$ cat config.mk
export PLATFORM = sky130hd
export DESIGN_NAME = text_substring_matcher
export DESIGN_NICKNAME = d
export VERILOG_FILES = /design/src/design/tsm_pkg.sv /design/src/design/tsm_match.sv /design/src/design/tsm_result_fifo.sv /design/src/design/text_substring_matcher.sv
export SDC_FILE = /design/constraint.sdc
export NUM_CORES = 2
export LEC_CHECK = 0
export ABC_AREA = 1
export BUFFER_PORTS_ARGS = -buffer_cell sky130_fd_sc_hd__buf_4
export CORE_MARGIN = 10
export CORE_UTILIZATION = 40
export DETAILED_ROUTE_END_ITERATION = 7
export SYNTH_ARGS = -nofsm -noshare
export SYNTH_HDL_FRONTEND = slang
export SYNTH_HIERARCHICAL = 1
export SYNTH_SLANG_ARGS = --single-unit
$ cat constraint.sdc
create_clock -name clk_i -period 28.6 [get_ports clk_i]
set_input_delay 0 -clock clk_i [delete_from_list [all_inputs] [get_ports clk_i]]
set_output_delay 0 -clock clk_i [all_outputs]
set_load 0.005 [all_outputs]
$ cat src/design/tsm_pkg.sv
// ----------------------------------------------------------------------------
// tsm_pkg: shared types and helpers of the text substring matcher
// Holds the payload structs of both channels, the register codes, the
// window sizes and the byte classification functions.
// ----------------------------------------------------------------------------
package tsm_pkg;

  // Needle and window geometry.
  localparam int MAX_NEEDLE = 8;
  localparam int WIN_DEPTH  = MAX_NEEDLE + 1;
  localparam int SEQ_LEN    = WIN_DEPTH + 1;
  localparam int NLEN_W     = $clog2(MAX_NEEDLE);
  localparam int FILL_W     = $clog2(WIN_DEPTH + 1);
  localparam int WIN_IDX_W  = $clog2(WIN_DEPTH);

  // Counter width of position, line and match counters.
  localparam int CNT_W = 32;

  // Result queue geometry.
  localparam int FIFO_DEPTH = 4;
  localparam int FIFO_PTR_W = $clog2(FIFO_DEPTH);
  localparam int FIFO_LVL_W = $clog2(FIFO_DEPTH + 1);
  localparam int PUSH_MAX   = 3;

  // Configuration port.
  localparam int CFG_IDX_W  = 8;
  localparam int CFG_DATA_W = 64;

  localparam logic [CFG_IDX_W-1:0] REG_NEEDLE_BYTES  = 8'd0;
  localparam logic [CFG_IDX_W-1:0] REG_NEEDLE_LENGTH = 8'd1;
  localparam logic [CFG_IDX_W-1:0] REG_EXACT_CMP     = 8'd2;
  localparam logic [CFG_IDX_W-1:0] REG_WORD_MODE     = 8'd3;

  // Result kinds.
  localparam logic KIND_MATCH = 1'b0;
  localparam logic KIND_DONE  = 1'b1;

  localparam logic [7:0] NEWLINE_BYTE = 8'h0A;

  typedef logic [CNT_W-1:0] count_t;

  // Input beat payload.
  typedef struct packed {
    logic [7:0] text_byte;
    logic       end_of_text;
  } in_t;

  // Result beat payload.
  typedef struct packed {
    logic        kind;
    logic [31:0] line_index;
    logic [31:0] column_index;
    logic [31:0] byte_position;
    logic [31:0] match_total;
    logic        run_last;
  } out_t;

  // Current byte followed by the stored window, most recent first.
  typedef logic [SEQ_LEN-1:0][7:0] seq_bytes_t;

  // Compare settings handed to the match unit.
  typedef struct packed {
    logic [63:0]       needle_bytes;
    logic [NLEN_W-1:0] len_idx;
    logic              exact_cmp;
    logic              word_mode;
  } match_cfg_t;

  // Match flags for the two candidate positions.
  typedef struct packed {
    logic end_prior;
    logic end_last;
  } match_hit_t;

  // One processing step's worth of results for the queue.
  typedef struct packed {
    logic [1:0]                   count;
    logic [PUSH_MAX-1:0][$bits(out_t)-1:0] entries;
  } fifo_push_t;

  // Saturating increment of a counter.
  function automatic count_t sat_inc(input count_t v);
    return (v == '1) ? v : count_t'(v + 1'b1);
  endfunction

  // Fold ASCII upper case to lower case unless the compare is exact.
  function automatic logic [7:0] fold_byte(input logic [7:0] c, input logic exact);
    logic [7:0] r;
    r = c;
    if (!exact && c >= 8'h41 && c <= 8'h5A) begin
      r = c + 8'h20;
    end
    return r;
  endfunction

  // ASCII letter or digit.
  function automatic logic is_alnum(input logic [7:0] c);
    return (c >= 8'h30 && c <= 8'h39) || (c >= 8'h41 && c <= 8'h5A) ||
           (c >= 8'h61 && c <= 8'h7A);
  endfunction

endpackage

$ cat src/design/tsm_match.sv
// ----------------------------------------------------------------------------
// tsm_match: parallel needle compare over the byte window
// Tests the needle against the candidate that ends at the previous byte and
// the one that ends at the current byte, with the word boundary checks.
// ----------------------------------------------------------------------------
module tsm_match
  import tsm_pkg::*;
(
  input  seq_bytes_t       seq_i,
  input  logic [FILL_W-1:0] fill_i,
  input  match_cfg_t       cfg_i,
  output match_hit_t       hit_o
);

  logic [MAX_NEEDLE-1:0] ok_prior;
  logic [MAX_NEEDLE-1:0] ok_last;

  // Evaluate every needle length at once; the configured one is picked below.
  always_comb begin
    logic eq_p;
    logic eq_l;
    logic [7:0] nb;
    for (int i = 0; i < MAX_NEEDLE; i++) begin
      eq_p = 1'b1;
      eq_l = 1'b1;
      for (int j = 0; j < MAX_NEEDLE; j++) begin
        nb = fold_byte(cfg_i.needle_bytes[8*j +: 8], cfg_i.exact_cmp);
        if (j <= i) begin
          if (fold_byte(seq_i[i + 1 - j], cfg_i.exact_cmp) != nb) begin
            eq_p = 1'b0;
          end
          if (fold_byte(seq_i[i - j], cfg_i.exact_cmp) != nb) begin
            eq_l = 1'b0;
          end
        end
      end
      // Candidate ending at the previous byte: the current byte follows it.
      ok_prior[i] = (fill_i >= FILL_W'(i + 1)) && eq_p &&
                    !(cfg_i.word_mode &&
                      ((fill_i > FILL_W'(i + 1) && is_alnum(seq_i[i + 2])) ||
                       is_alnum(seq_i[0])));
      // Candidate ending at the current byte: the text edge follows it.
      ok_last[i]  = (fill_i >= FILL_W'(i)) && eq_l &&
                    !(cfg_i.word_mode &&
                      (fill_i >= FILL_W'(i + 1)) && is_alnum(seq_i[i + 1]));
    end
  end

  assign hit_o.end_prior = ok_prior[cfg_i.len_idx];
  assign hit_o.end_last  = ok_last[cfg_i.len_idx];

endmodule

$ cat src/design/tsm_result_fifo.sv
// ----------------------------------------------------------------------------
// tsm_result_fifo: small result queue
// Takes up to three results in one cycle and releases one per beat on the
// output channel.
// ----------------------------------------------------------------------------
module tsm_result_fifo
  import tsm_pkg::*;
(
  input  logic                  clk_i,
  input  logic                  rst_ni,
  input  fifo_push_t            push_i,
  input  logic                  pop_i,
  output out_t                  head_o,
  output logic [FIFO_LVL_W-1:0] level_o
);

  logic [$bits(out_t)-1:0] mem_q [FIFO_DEPTH];
  logic [FIFO_PTR_W-1:0]   wptr_q, wptr_d;
  logic [FIFO_PTR_W-1:0]   rptr_q, rptr_d;
  logic [FIFO_LVL_W-1:0]   level_q, level_d;

  // Pointer and level bookkeeping.
  always_comb begin
    wptr_d  = FIFO_PTR_W'(wptr_q + FIFO_PTR_W'(push_i.count));
    rptr_d  = pop_i ? FIFO_PTR_W'(rptr_q + 1'b1) : rptr_q;
    level_d = FIFO_LVL_W'(level_q + FIFO_LVL_W'(push_i.count) -
                          FIFO_LVL_W'(pop_i));
  end

  always_ff @(posedge clk_i or negedge rst_ni) begin
    if (!rst_ni) begin
      wptr_q  <= '0;
      rptr_q  <= '0;
      level_q <= '0;
    end else begin
      wptr_q  <= wptr_d;
      rptr_q  <= rptr_d;
      level_q <= level_d;
    end
  end

  // Storage: consecutive slots from the write pointer.
  always_ff @(posedge clk_i) begin
    for (int i = 0; i < PUSH_MAX; i++) begin
      if (2'(i) < push_i.count) begin
        mem_q[FIFO_PTR_W'(wptr_q + FIFO_PTR_W'(i))] <= push_i.entries[i];
      end
    end
  end

  assign head_o  = out_t'(mem_q[rptr_q]);
  assign level_o = level_q;

endmodule

$ cat src/design/text_substring_matcher.sv
// ----------------------------------------------------------------------------
// text_substring_matcher: streaming needle search over a byte text
// Reports every occurrence of a 1 to 8 byte needle with its line, column
// and absolute offset, and a completion beat with the total on the last byte.
// ----------------------------------------------------------------------------
// Usage:
// The needle and options are written on the cfg channel (index 0 needle
// bytes, 1 length, 2 case sensitivity, 3 whole-word mode) while the block is
// idle; cfg_ready_o is always high.
// Text bytes arrive one per input beat, the final one flagged end_of_text.
// A beat is taken into an input register; the window compare then runs
// on it and its zero to three results enter a four-entry result queue
// once the queue has room for them, and the queue offers its oldest
// result on the output channel.
// Throughput is one byte per cycle unless stalled; the output channel
// carries one result per cycle, so the sustained byte rate follows the result
// rate when matches are dense. A byte leaves the input register only when
// the queue has room for all of its results; otherwise in_stall_o is raised.
// A stalled receiver fills the queue and then stalls the input side.
// The last byte clears all text state, so the next byte starts a new text.
// Reset clears the text state, empties the queue and restores the register
// defaults; the block accepts beats right after reset.
// ----------------------------------------------------------------------------
module text_substring_matcher
  import tsm_pkg::*;
(
  input  logic                  clk_i,
  input  logic                  rst_ni,
  // Text input channel.
  input  logic                  in_valid_i,
  output logic                  in_stall_o,
  input  in_t                   in_data_i,
  // Result output channel.
  output logic                  out_valid_o,
  input  logic                  out_stall_i,
  output out_t                  out_data_o,
  // Configuration write channel.
  input  logic                  cfg_valid_i,
  output logic                  cfg_ready_o,
  input  logic [CFG_IDX_W-1:0]  cfg_index_i,
  input  logic [CFG_DATA_W-1:0] cfg_data_i
);

  // Configuration registers.
  logic [63:0] needle_q;
  logic [3:0]  nlen_q;
  logic        case_q;
  logic        whole_q;

  // Input register.
  logic s1_valid_q, s1_valid_d;
  in_t  s1_data_q;

  // Text state.
  logic [7:0]        byte_win_q [WIN_DEPTH];
  count_t            line_win_q [WIN_DEPTH];
  count_t            col_win_q  [WIN_DEPTH];
  logic [FILL_W-1:0] fill_q, fill_d;
  count_t            pos_q, pos_d;
  count_t            line_q, line_d;
  count_t            begin_q, begin_d;
  logic              prior_nl_q, prior_nl_d;
  count_t            mc_q, mc_d;

  logic                  in_accept;
  logic                  s1_adv;
  logic                  pop;
  logic [FIFO_LVL_W-1:0] level;
  logic [FIFO_LVL_W:0]   room;
  fifo_push_t            push;
  match_cfg_t            mcfg;
  match_hit_t            hit;
  seq_bytes_t            seq;
  logic [NLEN_W-1:0]     len_idx;

  count_t line_cur, begin_cur, col_cur;
  count_t line_a, col_a, line_b, col_b;
  count_t mc1, mc2;
  logic   hit_a, hit_b, last;
  out_t   res_a, res_b, res_d;

  // Configuration writes.
  assign cfg_ready_o = 1'b1;

  always_ff @(posedge clk_i or negedge rst_ni) begin
    if (!rst_ni) begin
      needle_q <= '0;
      nlen_q   <= 4'd1;
      case_q   <= 1'b1;
      whole_q  <= 1'b0;
    end else if (cfg_valid_i) begin
      case (cfg_index_i)
        REG_NEEDLE_BYTES:  needle_q <= cfg_data_i;
        REG_NEEDLE_LENGTH: nlen_q   <= cfg_data_i[3:0];
        REG_EXACT_CMP:     case_q   <= cfg_data_i[0];
        REG_WORD_MODE:     whole_q  <= cfg_data_i[0];
        default: ;
      endcase
    end
  end

  // Needle length clamped to 1..MAX_NEEDLE, kept as length minus one.
  always_comb begin
    if (nlen_q == 4'd0) begin
      len_idx = '0;
    end else if (nlen_q > 4'(MAX_NEEDLE)) begin
      len_idx = NLEN_W'(MAX_NEEDLE - 1);
    end else begin
      len_idx = NLEN_W'(nlen_q - 4'd1);
    end
  end

  assign mcfg.needle_bytes = needle_q;
  assign mcfg.len_idx      = len_idx;
  assign mcfg.exact_cmp    = case_q;
  assign mcfg.word_mode    = whole_q;

  // Line and column of the byte in the input register.
  always_comb begin
    line_cur  = prior_nl_q ? sat_inc(line_q) : line_q;
    begin_cur = prior_nl_q ? pos_q : begin_q;
    col_cur   = count_t'(pos_q - begin_cur);
  end

  // Current byte in front of the stored window.
  always_comb begin
    seq[0] = s1_data_q.text_byte;
    for (int k = 1; k < SEQ_LEN; k++) begin
      seq[k] = byte_win_q[k - 1];
    end
  end

  tsm_match u_match (
    .seq_i  (seq),
    .fill_i (fill_q),
    .cfg_i  (mcfg),
    .hit_o  (hit)
  );

  // Line and column of both candidate starts, picked by needle length.
  always_comb begin
    line_a = line_win_q[0];
    col_a  = col_win_q[0];
    line_b = line_cur;
    col_b  = col_cur;
    for (int i = 0; i < MAX_NEEDLE; i++) begin
      if (len_idx == NLEN_W'(i)) begin
        line_a = line_win_q[i];
        col_a  = col_win_q[i];
      end
    end
    // A one-byte needle starts at the current byte itself.
    for (int i = 1; i < MAX_NEEDLE; i++) begin
      if (len_idx == NLEN_W'(i)) begin
        line_b = line_win_q[i - 1];
        col_b  = col_win_q[i - 1];
      end
    end
  end

  // Results of the byte in the input register, in delivery order.
  always_comb begin
    last  = s1_data_q.end_of_text;
    hit_a = s1_valid_q && hit.end_prior;
    hit_b = s1_valid_q && last && hit.end_last;
    mc1   = hit_a ? sat_inc(mc_q) : mc_q;
    mc2   = hit_b ? sat_inc(mc1) : mc1;

    res_a.kind          = KIND_MATCH;
    res_a.line_index    = 32'(line_a);
    res_a.column_index  = 32'(col_a);
    res_a.byte_position = 32'(pos_q - count_t'(len_idx) - count_t'(1));
    res_a.match_total   = 32'(mc1);
    res_a.run_last      = !last;

    res_b.kind          = KIND_MATCH;
    res_b.line_index    = 32'(line_b);
    res_b.column_index  = 32'(col_b);
    res_b.byte_position = 32'(pos_q - count_t'(len_idx));
    res_b.match_total   = 32'(mc2);
    res_b.run_last      = 1'b0;

    res_d.kind          = KIND_DONE;
    res_d.line_index    = '0;
    res_d.column_index  = '0;
    res_d.byte_position = '0;
    res_d.match_total   = 32'(mc2);
    res_d.run_last      = 1'b1;

    push.count = 2'(hit_a) + 2'(hit_b) + 2'(s1_valid_q && last);
    push.entries[2] = res_d;
    if (hit_a) begin
      push.entries[0] = res_a;
      push.entries[1] = hit_b ? res_b : res_d;
    end else begin
      push.entries[0] = hit_b ? res_b : res_d;
      push.entries[1] = res_d;
    end
  end

  // The byte moves on only when the queue can take all of its results.
  assign pop    = out_valid_o && !out_stall_i;
  assign room   = (FIFO_LVL_W + 1)'(FIFO_DEPTH) - (FIFO_LVL_W + 1)'(level) +
                  (FIFO_LVL_W + 1)'(pop);
  assign s1_adv = s1_valid_q && ((FIFO_LVL_W + 1)'(push.count) <= room);

  fifo_push_t push_gated;
  always_comb begin
    push_gated = push;
    if (!s1_adv) begin
      push_gated.count = 2'd0;
    end
  end

  tsm_result_fifo u_fifo (
    .clk_i   (clk_i),
    .rst_ni  (rst_ni),
    .push_i  (push_gated),
    .pop_i   (pop),
    .head_o  (out_data_o),
    .level_o (level)
  );

  assign out_valid_o = (level != '0);

  // Input register handshake.
  assign in_stall_o = s1_valid_q && !s1_adv;
  assign in_accept  = in_valid_i && !in_stall_o;

  always_comb begin
    if (in_accept) begin
      s1_valid_d = 1'b1;
    end else if (s1_adv) begin
      s1_valid_d = 1'b0;
    end else begin
      s1_valid_d = s1_valid_q;
    end
  end

  always_ff @(posedge clk_i or negedge rst_ni) begin
    if (!rst_ni) begin
      s1_valid_q <= 1'b0;
    end else begin
      s1_valid_q <= s1_valid_d;
    end
  end

  always_ff @(posedge clk_i) begin
    if (in_accept) begin
      s1_data_q <= in_data_i;
    end
  end

  // Text state update when a byte is processed.
  always_comb begin
    fill_d     = fill_q;
    pos_d      = pos_q;
    line_d     = line_q;
    begin_d    = begin_q;
    prior_nl_d = prior_nl_q;
    mc_d       = mc_q;
    if (s1_adv) begin
      if (last) begin
        fill_d     = '0;
        pos_d      = '0;
        line_d     = '0;
        begin_d    = '0;
        prior_nl_d = 1'b0;
        mc_d       = '0;
      end else begin
        fill_d     = (fill_q < FILL_W'(WIN_DEPTH)) ? FILL_W'(fill_q + 1'b1) : fill_q;
        pos_d      = sat_inc(pos_q);
        line_d     = line_cur;
        begin_d    = begin_cur;
        prior_nl_d = (s1_data_q.text_byte == NEWLINE_BYTE);
        mc_d       = mc2;
      end
    end
  end

  always_ff @(posedge clk_i or negedge rst_ni) begin
    if (!rst_ni) begin
      fill_q     <= '0;
      pos_q      <= '0;
      line_q     <= '0;
      begin_q    <= '0;
      prior_nl_q <= 1'b0;
      mc_q       <= '0;
    end else begin
      fill_q     <= fill_d;
      pos_q      <= pos_d;
      line_q     <= line_d;
      begin_q    <= begin_d;
      prior_nl_q <= prior_nl_d;
      mc_q       <= mc_d;
    end
  end

  // Window shift line; entries beyond the fill count are never used.
  always_ff @(posedge clk_i) begin
    if (s1_adv && !last) begin
      for (int k = WIN_DEPTH - 1; k > 0; k--) begin
        byte_win_q[k] <= byte_win_q[k - 1];
        line_win_q[k] <= line_win_q[k - 1];
        col_win_q[k]  <= col_win_q[k - 1];
      end
      byte_win_q[0] <= s1_data_q.text_byte;
      line_win_q[0] <= line_cur;
      col_win_q[0]  <= col_cur;
    end
  end

endmodule
==> results.py <==
metrics = {
    "pwr": {
        "seqPwrFrac_pct": 34.9,
        "internal_power_mw": 4.91,
        "combinationalPowerShare_pct": 41.6,
        "p_per_area_nw_per_um2": 87.3,
        "clockPowerShare_pct": 23.5,
        "vdd_drop_max_v": 0.0000778,
        "p_leak_nw": 46.2,
        "sw_frac_of_total_pct": 43.9,
        "switchingPower_mw": 3.84,
    },
    "routing": {
        "drc": 0,
        "avgRoutedWirePerCell_um": 21.8,
        "drt.antenna.violating_nets": 0,
        "vias_per_cell": 5.46,
        "drt_pass1_iterations": 6,
        "via_count": 85600,
        "wl_um": 341000,
        "drtIter0Drc": 9804,
    },
    "floorplanning": {
        "core_sq_um": 220000,
        "dieArea_sq_um": 241000,
        "rows": 172,
        "die_h_um": 491,
        "die_x_um": 491,
        "io_pins": 219,
        "start_util_pct": 40.3,
    },
    "finish": {
        "drive_above_1_share_pct": 6.86,
        "final_common_cell": "nand2_1",
        "final_cell_mix": "nand2_1, nand3_1, inv_1, edfxtp_1, nor2_1",
        "n_fill_cell": 21900,
        "areaGrowthSynthToFinish_pct": 13.2,
        "fin_nets": 12700,
    },
    "placement": {
        "portBuffers": 217,
        "place.gp.congestion": 0.965,
        "dp_hpwl_um": 226000,
    },
    "logic_synthesis": {
        "asyncSetResetFlopFracSynth_pct": 15.9,
        "syn_avg_cell_area_sq_um": 7.24,
        "synthCells": 12300,
        "ys_seq_elements": 1324,
        "yosysWarnings": 6,
        "syn_area_sq_um": 88600,
        "synth-seq-area-share_pct": 43.7,
        "synthDistinctLibCells": 74,
        "synth_edf_count": 1113,
        "synth_ff_type": "edfxtp_1",
    },
    "timing": {
        "finalHoldViolations": 0,
        "tightest_slew_ns": 1.32,
        "fin_crit_sh_pct": 38.6,
        "setup_viol": 0,
        "fmax_ghz": 0.0907,
        "fin_crit_ns": 11.03,
        "rsz0062_at_grt": "no",
        "fin_worst_skew_ns": 0.0425,
        "slew_viol_final": 0,
        "holdWs_ns": 0.101,
        "relSlewSlack_pct": 11.5,
        "tns_ns": 0,
    },
    "run": {
        "maxCapViolations": 0,
    },
    "global_routing": {
        "grt_max_degree": 180,
        "grt_pass1_wl_um": 515000,
        "first_global_vias": 80800,
        "antenna_found_initial": 5,
        "grt-ovfl-total": 0,
        "grtUsageTotal_pct": 27.2,
    },
    "hold_path": {
        "holdPathStages": 4,
        "hold_path.class": "in -> reg",
    },
    "cts": {
        "cts.path.max_buffers": 3,
        "cts_inserted_buffers": 160,
        "path_clk_slew_ns": 0.07,
        "worstSkewPairLatency_ns": 0.85,
        "cts-resized-gates": 0,
        "clock-sinks": 1324,
        "cts_root_buf": "clkbuf_16",
        "cts_tree": "built",
        "h-tree-depth": 4,
    },
    "worst_setup_path": {
        "crit_fanout": 87,
        "cp-start-kind": "flip-flop",
        "cp.arrival_ns": 11.49,
        "rr_worst_depth": 31,
        "crit_path_end_kind": "flip-flop",
        "slowest_stage": "buf_4",
        "critical_path_required_ns": 29.06,
        "path_class": "reg -> reg",
        "cpPeakStageDelay_ns": 0.99,
    },
    "status": {
        "status": "finished, final reports clean",
    },
}
registers in the layout (all words and copies together) (netlist names), 8 cells and up:
register / count
begin_q: 32
byte_win_q: 72
col_win_q: 256
line_q: 32
line_win_q: 256
mc_q: 32
needle_q: 64
pos_q: 32
s1_data_q: 8
u_fifo/mem_q: 520
area by class of cell:
type / count / area [sq um] / area share (%)
Antenna cell: 5 / 12.5 / 0.0125
Clock buffer: 201 / 4270 / 4.26
Clock inverter: 89 / 936 / 0.933
Inverter: 1226 / 4640 / 4.62
Multi-Input combinational cell: 9350 / 43800 / 43.6
Sequential cell: 1324 / 38700 / 38.6
Tap cell: 2958 / 3700 / 3.69
Timing Repair Buffer: 505 / 4270 / 4.26
kinds of logic after synthesis:
kind of cell / share of synthesized area, %
muxes: 0.810
DFF: 43.7
adders and majority gates: 1.18
AOI/OAI and AO/OA: 9.76
and+or+nand+nor: 33.4
xor gates and xnor gates: 2.31
buffers and inverters: 8.85
other: 0.00847
cell usage after synthesis, types with 14 or more instances:
master       n  area (sq um)
nor2_1    1014          3810
xnor2_1     83           727
nor2_2      20           125
nor4_1      22           138
nand2_2     44           275
o22ai_1     50           313
or2_2       18           113
nand4_1    254          1590
nor3_1      82           410
o21ai_1     30           150
and2_1      30           188
xor2_1     147          1290
o211ai_1   209          1570
buf_4       16           120
ha_1        77           963
o21ai_0    557          2790
edfxtp_1  1113         33400
buf_2      267          1340
nand3_2     29           290
a21oi_1    541          2710
dfrtp_1    209          5230
nand3_1   1225          6130
clkbuf_1   380          1430
o221ai_1    34           298
a31oi_1     14          87.6
mux2_2      62           698
nand2_1   4259         16000
inv_1     1193          4480
inv_2       29           109
buf_1       70           263
critical path: cells and delay by family (launching register included):
| kind | cells | cell delay [ns] |
|---|---|---|
| buffers and inverters | 9 | 5.35 |
| AND/OR/NAND/NOR | 19 | 3.20 |
| flip-flops | 1 | 0.89 |
| adder cells (fa/ha/maj) | 2 | 0.64 |
| AO/OA/AOI/OAI | 1 | 0.30 |
final timing paths:
check	startpoint	endpoint	slack, ns
max	needle_q[4]	line_win_q[0][234]	17.57
min	cfg_data_i[2]	needle_q[2]	0.10
max reg2reg	needle_q[4]	line_win_q[0][234]	17.57
min reg2reg	col_win_q[0][81]	col_win_q[0][113]	0.43
max in group asynchronous	rst_ni	u_fifo/rptr_q[1]	26.57
min in group asynchronous	rst_ni	nlen_q[0]	0.32
layer usage:
metal | part of all wire (%) | vias up | wire [um] | global-route usage [%]
li1 | - | 40500 | - | -
met1 | 44 | 40100 | 149000 | 38.2
met2 | 44 | 4236 | 149000 | 41.6
met3 | 8.9 | 708 | 30400 | 4.83
met4 | 3.9 | 4 | 13300 | 10.1
met5 | 0.0062 | - | 21 | 0
power by group through the flow:
stage,Sequential (mW),Combinational [mW],Clock [mW]
after global routing,3.10,3.99,2.17
after floorplan,3.12,2.22,0
after global placement,3.07,3.54,0
after detailed placement,3.09,3.56,0
final,3.06,3.64,2.06
after CTS,3.05,3.59,2.09
what timing repair did:
action,in CTS,in global routing
hold buffers,157,0
hold endpoints to repair,190,0
buffers inserted,0,0
through the flow:
step	setup WS (ns)	utilization (%)	power [mW]	instances	area [sq um]
after floorplan	6.48	-	5.34	12600	90100
after global placement	17.65	42.5	6.61	15200	93500
after CTS	17.62	45.6	8.73	15700	100000
final	17.57	45.6	8.75	15700	100000
after global routing	16.77	45.6	9.27	15700	100000
after detailed placement	17.65	42.5	6.65	15200	93500
Power figures use the tool's default switching activity.
